--- config.mk ---
export PLATFORM = sky130hd
export DESIGN_NAME = matrix4x4_multiply
export DESIGN_NICKNAME = d
export VERILOG_FILES = /design/src/sv/mm4_pkg.sv /design/src/sv/mm4_mac.sv /design/src/sv/matrix4x4_multiply.sv
export SDC_FILE = /design/constraint.sdc
export NUM_CORES = 2
export LEC_CHECK = 0
export BUFFER_PORTS_ARGS = -buffer_cell sky130_fd_sc_hd__buf_4
export CORE_MARGIN = 2
export CORE_UTILIZATION = 44
export CTS_BUF_LIST = sky130_fd_sc_hd__clkbuf_8
export DETAILED_ROUTE_END_ITERATION = 6
export HOLD_SLACK_MARGIN = 0.06
export PLACE_DENSITY = 0.55
export RECOVER_POWER = 50
export SKIP_LAST_GASP = 1
export SYNTH_ARGS = -nofsm -noshare
export SYNTH_HDL_FRONTEND = slang
export SYNTH_HIERARCHICAL = 1
export SYNTH_SLANG_ARGS = --single-unit
--- constraint.sdc ---
create_clock -name clk_i -period 12.5 [get_ports clk_i]
set_input_delay 0 -clock clk_i [delete_from_list [all_inputs] [get_ports clk_i]]
set_output_delay 0 -clock clk_i [all_outputs]
set_load 0.01 [all_outputs]
--- src/sv/mm4_pkg.sv ---
// Shared types and constants for the 4x4 matrix multiplier.
// Used by mm4_mac and matrix4x4_multiply; depends on nothing else.
package mm4_pkg;

  localparam int unsigned DATA_W = 32;
  localparam int unsigned FRAC_W = 16;
  localparam int unsigned PROD_W = 64;

  typedef struct packed {
    logic valid;
    logic first;
    logic last;
  } mac_ctrl_t;

endpackage

--- src/sv/mm4_mac.sv ---
// Shared multiply-accumulate unit: registered 32x32 signed multiply, then accumulate.
// Depends on mm4_pkg; the result is the sum shifted right by the fraction width and saturated.
module mm4_mac #(
  parameter int unsigned DIM = 4
) (
  input  logic                         clk_i,
  input  logic                         rst_ni,
  input  mm4_pkg::mac_ctrl_t           ctrl_i,
  input  logic [mm4_pkg::DATA_W-1:0]   a_i,
  input  logic [mm4_pkg::DATA_W-1:0]   b_i,
  output logic                         done_o,
  output logic [mm4_pkg::DATA_W-1:0]   result_o
);
  import mm4_pkg::*;

  localparam int unsigned ACC_W = PROD_W + $clog2(DIM);
  localparam int unsigned SH_W  = ACC_W - FRAC_W;

  mac_ctrl_t                 prod_ctrl_q;
  logic                      done_q;
  logic signed [PROD_W-1:0]  prod_d, prod_q;
  logic signed [ACC_W-1:0]   acc_d, acc_q;
  logic signed [SH_W-1:0]    shifted;
  logic                      all_zero, all_one;

  assign prod_d = $signed(a_i) * $signed(b_i);
  assign acc_d  = prod_ctrl_q.first ? ACC_W'(prod_q) : acc_q + ACC_W'(prod_q);

  always_ff @(posedge clk_i or negedge rst_ni) begin
    if (!rst_ni) begin
      prod_ctrl_q <= '0;
      done_q      <= 1'b0;
    end else begin
      prod_ctrl_q <= ctrl_i;
      done_q      <= prod_ctrl_q.valid & prod_ctrl_q.last;
    end
  end

  always_ff @(posedge clk_i) begin
    if (ctrl_i.valid) begin
      prod_q <= prod_d;
    end
    if (prod_ctrl_q.valid) begin
      acc_q <= acc_d;
    end
  end

  assign shifted  = acc_q[ACC_W-1:FRAC_W];
  assign all_zero = (shifted[SH_W-1:DATA_W-1] == '0);
  assign all_one  = (shifted[SH_W-1:DATA_W-1] == '1);

  always_comb begin
    if (all_zero || all_one) begin
      result_o = shifted[DATA_W-1:0];
    end else if (shifted[SH_W-1]) begin
      result_o = {1'b1, {(DATA_W-1){1'b0}}};
    end else begin
      result_o = {1'b0, {(DATA_W-1){1'b1}}};
    end
  end

  assign done_o = done_q;

endmodule

--- src/sv/matrix4x4_multiply.sv ---
// Top level of the matrix multiplier: load sequencer, element memories and output register.
// Depends on mm4_pkg and mm4_mac.
//
// The block takes 2*DIM*DIM signed Q16.16 elements, one per cycle while s_axis_tready_o
// is high: first matrix a, then matrix b, both column-major. It then drops ready and
// computes r = a * b one element at a time on a single shared multiply-accumulate unit,
// emitting each element in column-major order with tlast on the final one. For each result
// element DIM memory reads feed the multiply and accumulate stages and then the output
// register, which holds the element through any stall on the output. Results are the exact
// sum of products shifted right by 16 toward minus infinity and saturated to 32 bits.
module matrix4x4_multiply #(
  parameter int unsigned DIM = 4
) (
  input  logic        clk_i,
  input  logic        rst_ni,
  input  logic        s_axis_tvalid_i,
  output logic        s_axis_tready_o,
  input  logic [31:0] s_axis_tdata_i,   // element[31:0]
  output logic        m_axis_tvalid_o,
  input  logic        m_axis_tready_i,
  output logic [39:0] m_axis_tdata_o,   // product[31:0], col_index[33:32], row_index[35:34]
  output logic        m_axis_tlast_o
);
  import mm4_pkg::*;

  localparam int unsigned CELLS = DIM * DIM;
  localparam int unsigned CA_W  = $clog2(CELLS);
  localparam int unsigned LD_W  = $clog2(2 * CELLS);
  localparam int unsigned IX_W  = $clog2(DIM);

  typedef enum logic [2:0] {
    ST_LOAD = 3'b001,
    ST_CALC = 3'b010,
    ST_EMIT = 3'b100
  } state_e;

  state_e                 state_d, state_q;
  logic [LD_W-1:0]        load_cnt_d, load_cnt_q;
  logic [IX_W-1:0]        col_d, col_q, row_d, row_q, k_d, k_q;
  logic                   issue_d, issue_q;
  logic                   out_vld_d, out_vld_q;
  logic                   in_fire, is_b;
  logic [CA_W-1:0]        wr_addr, rd_a_addr, rd_b_addr;
  logic [DATA_W-1:0]      mem_a [CELLS];
  logic [DATA_W-1:0]      mem_b [CELLS];
  logic [DATA_W-1:0]      rd_a_q, rd_b_q;
  mac_ctrl_t              mac_ctrl_d, mac_ctrl_q;
  logic                   mac_done;
  logic [DATA_W-1:0]      mac_result;
  logic [DATA_W-1:0]      out_prod_q;
  logic [1:0]             out_col_q, out_row_q;
  logic                   out_last_q;
  logic                   elem_last;

  assign in_fire   = s_axis_tvalid_i & s_axis_tready_o;
  assign is_b      = (load_cnt_q >= LD_W'(CELLS));
  assign wr_addr   = is_b ? CA_W'(load_cnt_q - LD_W'(CELLS)) : CA_W'(load_cnt_q);
  assign rd_a_addr = CA_W'(CA_W'(k_q) * CA_W'(DIM) + CA_W'(row_q));
  assign rd_b_addr = CA_W'(CA_W'(col_q) * CA_W'(DIM) + CA_W'(k_q));
  assign elem_last = (col_q == IX_W'(DIM - 1)) && (row_q == IX_W'(DIM - 1));

  assign mac_ctrl_d.valid = issue_q;
  assign mac_ctrl_d.first = (k_q == '0);
  assign mac_ctrl_d.last  = (k_q == IX_W'(DIM - 1));

  always_comb begin
    state_d    = state_q;
    load_cnt_d = load_cnt_q;
    col_d      = col_q;
    row_d      = row_q;
    k_d        = k_q;
    issue_d    = issue_q;
    out_vld_d  = out_vld_q;
    case (state_q)
      ST_LOAD: begin
        if (in_fire) begin
          if (load_cnt_q == LD_W'(2 * CELLS - 1)) begin
            load_cnt_d = '0;
            col_d      = '0;
            row_d      = '0;
            k_d        = '0;
            issue_d    = 1'b1;
            state_d    = ST_CALC;
          end else begin
            load_cnt_d = load_cnt_q + 1'b1;
          end
        end
      end
      ST_CALC: begin
        if (issue_q) begin
          if (k_q == IX_W'(DIM - 1)) begin
            issue_d = 1'b0;
          end else begin
            k_d = k_q + 1'b1;
          end
        end
        if (mac_done) begin
          out_vld_d = 1'b1;
          state_d   = ST_EMIT;
        end
      end
      ST_EMIT: begin
        if (m_axis_tready_i) begin
          out_vld_d = 1'b0;
          if (elem_last) begin
            state_d = ST_LOAD;
          end else begin
            if (row_q == IX_W'(DIM - 1)) begin
              row_d = '0;
              col_d = col_q + 1'b1;
            end else begin
              row_d = row_q + 1'b1;
            end
            k_d     = '0;
            issue_d = 1'b1;
            state_d = ST_CALC;
          end
        end
      end
      default: begin
        state_d = ST_LOAD;
      end
    endcase
  end

  always_ff @(posedge clk_i or negedge rst_ni) begin
    if (!rst_ni) begin
      state_q    <= ST_LOAD;
      load_cnt_q <= '0;
      col_q      <= '0;
      row_q      <= '0;
      k_q        <= '0;
      issue_q    <= 1'b0;
      out_vld_q  <= 1'b0;
      mac_ctrl_q <= '0;
    end else begin
      state_q    <= state_d;
      load_cnt_q <= load_cnt_d;
      col_q      <= col_d;
      row_q      <= row_d;
      k_q        <= k_d;
      issue_q    <= issue_d;
      out_vld_q  <= out_vld_d;
      mac_ctrl_q <= mac_ctrl_d;
    end
  end

  always_ff @(posedge clk_i) begin
    if (in_fire && !is_b) begin
      mem_a[wr_addr] <= s_axis_tdata_i;
    end
    if (in_fire && is_b) begin
      mem_b[wr_addr] <= s_axis_tdata_i;
    end
  end

  always_ff @(posedge clk_i) begin
    rd_a_q <= mem_a[rd_a_addr];
    rd_b_q <= mem_b[rd_b_addr];
  end

  always_ff @(posedge clk_i) begin
    if (state_q == ST_CALC && mac_done) begin
      out_prod_q <= mac_result;
      out_col_q  <= 2'(col_q);
      out_row_q  <= 2'(row_q);
      out_last_q <= elem_last;
    end
  end

  mm4_mac #(
    .DIM (DIM)
  ) u_mac (
    .clk_i    (clk_i),
    .rst_ni   (rst_ni),
    .ctrl_i   (mac_ctrl_q),
    .a_i      (rd_a_q),
    .b_i      (rd_b_q),
    .done_o   (mac_done),
    .result_o (mac_result)
  );

  assign s_axis_tready_o = (state_q == ST_LOAD);
  assign m_axis_tvalid_o = out_vld_q;
  assign m_axis_tdata_o  = {4'b0000, out_row_q, out_col_q, out_prod_q};
  assign m_axis_tlast_o  = out_last_q;

endmodule

==> out/results.ini <==
[sta]
finalSetupTns_ns = 0
hold_viol = 0
relSlewSlack_pct = -191
report.final.slew_viol_count = 346
worst_slew_pin_slew_ns = 4.37
fin_crit_sh_pct = 71.7
setup_violations = 0
clock_skew_ns = 0.147
min_period_ns = 8.97
rsz0062_at_grt = false
clock.fmax_mhz = 112

[setup_path]
reg2reg_to = u_mac/prod_q[58]
cp_max_fo = 32
arrival_ns = 9.70
crit_required_ns = 13.24
path_buf_inv = 4
path_depth = 25
crit_type = reg -> reg
setup.worst_path.start = rd_a_q[0]
crit_end = u_mac/prod_q[58]
crit_slowest_cell = clkbuf_1
path_common_cell = fa_1
crit_family = adder cells
reg2reg_from = rd_a_q[0]
cp-start-kind = register
rrSetupSlack_ns = 3.53
reg2reg_depth = 25
cpPeakStageDelay_ns = 1.50
critPathCaptureType = register

[detailed_routing]
viasPerCell = 5.39
post_drt_wl_per_cell_um = 23.8
drt_wl_total_um = 228000
first_pass_iters = 5
drtIter0Drc = 4217
ant_nets = 0
num_vias = 51497
drc = 0

[global_routing]
grt_pass1_vias = 55926
overflow = 0
antenna_found_initial = 12
grt_use_total_pct = 23.2
grt_pass1_wl_um = 348000
grt_max_degree = 115

[logic_synthesis]
synth_top_area_cell = edfxtp_1
avgSynthCellArea_um2 = 13.1
yosysSeqAreaShare_pct = 43.3
syn_inst = 6614
ys.flop_type = edfxtp_1
ys_types = 83
yosys.area.top_type_share_pct = 41.2
synth_edf_count = 1191
syn-cell-area_mm2 = 0.0868
synth-seq-cells = 1278
synth_top_cells_by_area = edfxtp_1, fa_1, mux4_2
async_flop_share_pct = 1.80
yosysWarnings = 6

[place]
dp_hpwl_um = 149000
gp_congestion = 0.900
portBuffers = 74

[clock_tree]
path_clk_slew_ns = 0.06
clock_latency_ns = 0.99
cts_buffers = 213
cts_sinks = 1278
cts.path.max_buffers = 3
cts_max_level = 4
cts_root_buf = clkbuf_8
cts_tree = yes

[layout]
layout-drive-gt1-share_pct = 10.5
finish.utilization_pct = 48.3
syn_to_final_growth_pct = 9.43
nets = 8110
fillers = 17485

[flow_run]
max-cap-violations = 7

[die]
core-area_mm2 = 0.197
die_x_um = 448
fp.dieArea_mm2 = 0.201
placementRows = 163
io_pins = 79
die_h_um = 448
initial_core_util_pct = 44.1

[status]
status = finished, violations left
violations = max-capacitance violations, max-slew violations

[min_path]
hold_class = in -> reg

-- area by class of cell --
type                       count  area [um2]  area share [%]
antenna                        4        10.0          0.0105
timing repair buffer         243        1810            1.90
multi-input combinational   3949       44100            46.4
sequential                  1278       37700            39.6
tap                         2640        3300            3.48
clock buffer                 228        3140            3.30
clock inverter               168        1090            1.15
inverter                    1048        3930            4.14
-- what timing repair did --
| action | in CTS | in global routing |
|---|---|---|
| resized for setup | 0 | 0 |
| setup buffers | 0 | 0 |
| endpoints found under the hold margin | 1251 | 0 |
| hold buffers | 74 | 0 |
-- per-layer routing --
| layer | up-vias | global-route usage [%] | wire, um |
|---|---|---|---|
| met2 | 1721 | 37.3 | 107000 |
| met3 | 346 | 4.50 | 16200 |
| met5 | - | 0 | 23 |
| met4 | 4 | 6.39 | 5780 |
| li1 | 22293 | - | - |
| met1 | 27133 | 32.3 | 98700 |
-- worst min path at each step --
stage	end	from	depth (start not counted)
after floorplan	col_q[0]	rst_ni	0
after global routing	state_q[0]	s_axis_tvalid_i	5
after CTS	state_q[0]	s_axis_tvalid_i	5
after global placement	load_cnt_q[1]	rst_ni	1
final	state_q[0]	s_axis_tvalid_i	5
after detailed placement	load_cnt_q[4]	rst_ni	1
-- sequential cells by signal (all words and copies together), names as in the netlist, 3 cells and up --
register,count
load_cnt_q,5
rd_a_q,32
u_mac/prod_ctrl_q,3
u_mac/acc_q,66
mac_ctrl_q,3
out_prod_q,32
rd_b_q,32
u_mac/prod_q,64
state_q,3
mem_b,512
mem_a,512
-- synthesized netlist by cell type, types with 14 or more instances --
cell type and number:
buf_6 14, clkbuf_1 286, nand4_1 33, fa_1 1083, a21oi_1 138, nand2b_1 25, mux4_2 256, o21ai_0 133
a22oi_1 129, nor3_1 25, o21bai_1 28, xnor2_1 89, a21o_1 101, nor2_1 130, ha_1 258, dfxtp_1 64
and2_1 531, and3_1 15, buf_2 26, edfxtp_1 1191, xor2_1 49, dfrtp_1 22, a31oi_1 21, nand2_1 709
nor2b_1 17, inv_1 1047, nand3_1 34
-- worst reg2reg max path, delay by kind of cell, from the launching register on --
kind	cells	cell delay, ns
buffers and inverters	4	1.67
XOR/XNOR	1	0.13
flip-flops	1	0.32
AND/OR/NAND/NOR	4	1.08
adder cells (fa/ha/maj)	9	4.26
AO/OA/AOI/OAI	7	1.35
-- placed cells by master, fill, tap and decap left out, types with 12 or more instances in the layout --
master,count
clkinv_1,33
mux4_2,256
o21bai_1,28
xor2_1,49
inv_1,1143
a21oi_1,138
dfxtp_1,37
edfxtp_1,1191
nor2_1,101
nor2b_1,15
nor2_4,28
nand2_1,709
a22oi_1,129
fa_1,1083
xnor2_1,89
dlygate4sd3_1,70
dfrtp_1,20
clkbuf_1,57
clkbuf_4,23
dfxtp_2,27
clkbuf_8,228
o21ai_0,133
nand2b_1,25
nor3_1,25
buf_4,91
and3_1,15
a31oi_1,21
a21o_1,101
nand4_1,33
ha_1,258
and2_1,528
a211oi_1,12
nand3_1,34
-- logic make-up after synthesis --
logic type	share of synthesized area (%)
muxes	6.73
buffers and inverters	6.20
xor gates and xnor gates	1.39
other	0.00432
DFF	43.3
and+or+nand+nor	8.73
adders and majority gates	28.7
AOI/OAI and AO/OA	4.94
-- metrics by stage --
step | instance area [um2] | hold WS, ns | cells | setup WS, ns
final | 95000 | 0.249 | 9558 | 3.53
after CTS | 95400 | 0.143 | 9554 | 3.56
after global placement | 90400 | -0.0704 | 9084 | 3.63
after floorplan | 86900 | -0.296 | 6617 | 4.68
after global routing | 95000 | 0.231 | 9556 | 3.02
after detailed placement | 90400 | -0.0698 | 9084 | 3.48
Power is left out: the tool's default activity adds up to more than one toggle a clock period on the data nets, which glitch-free logic cannot reach.
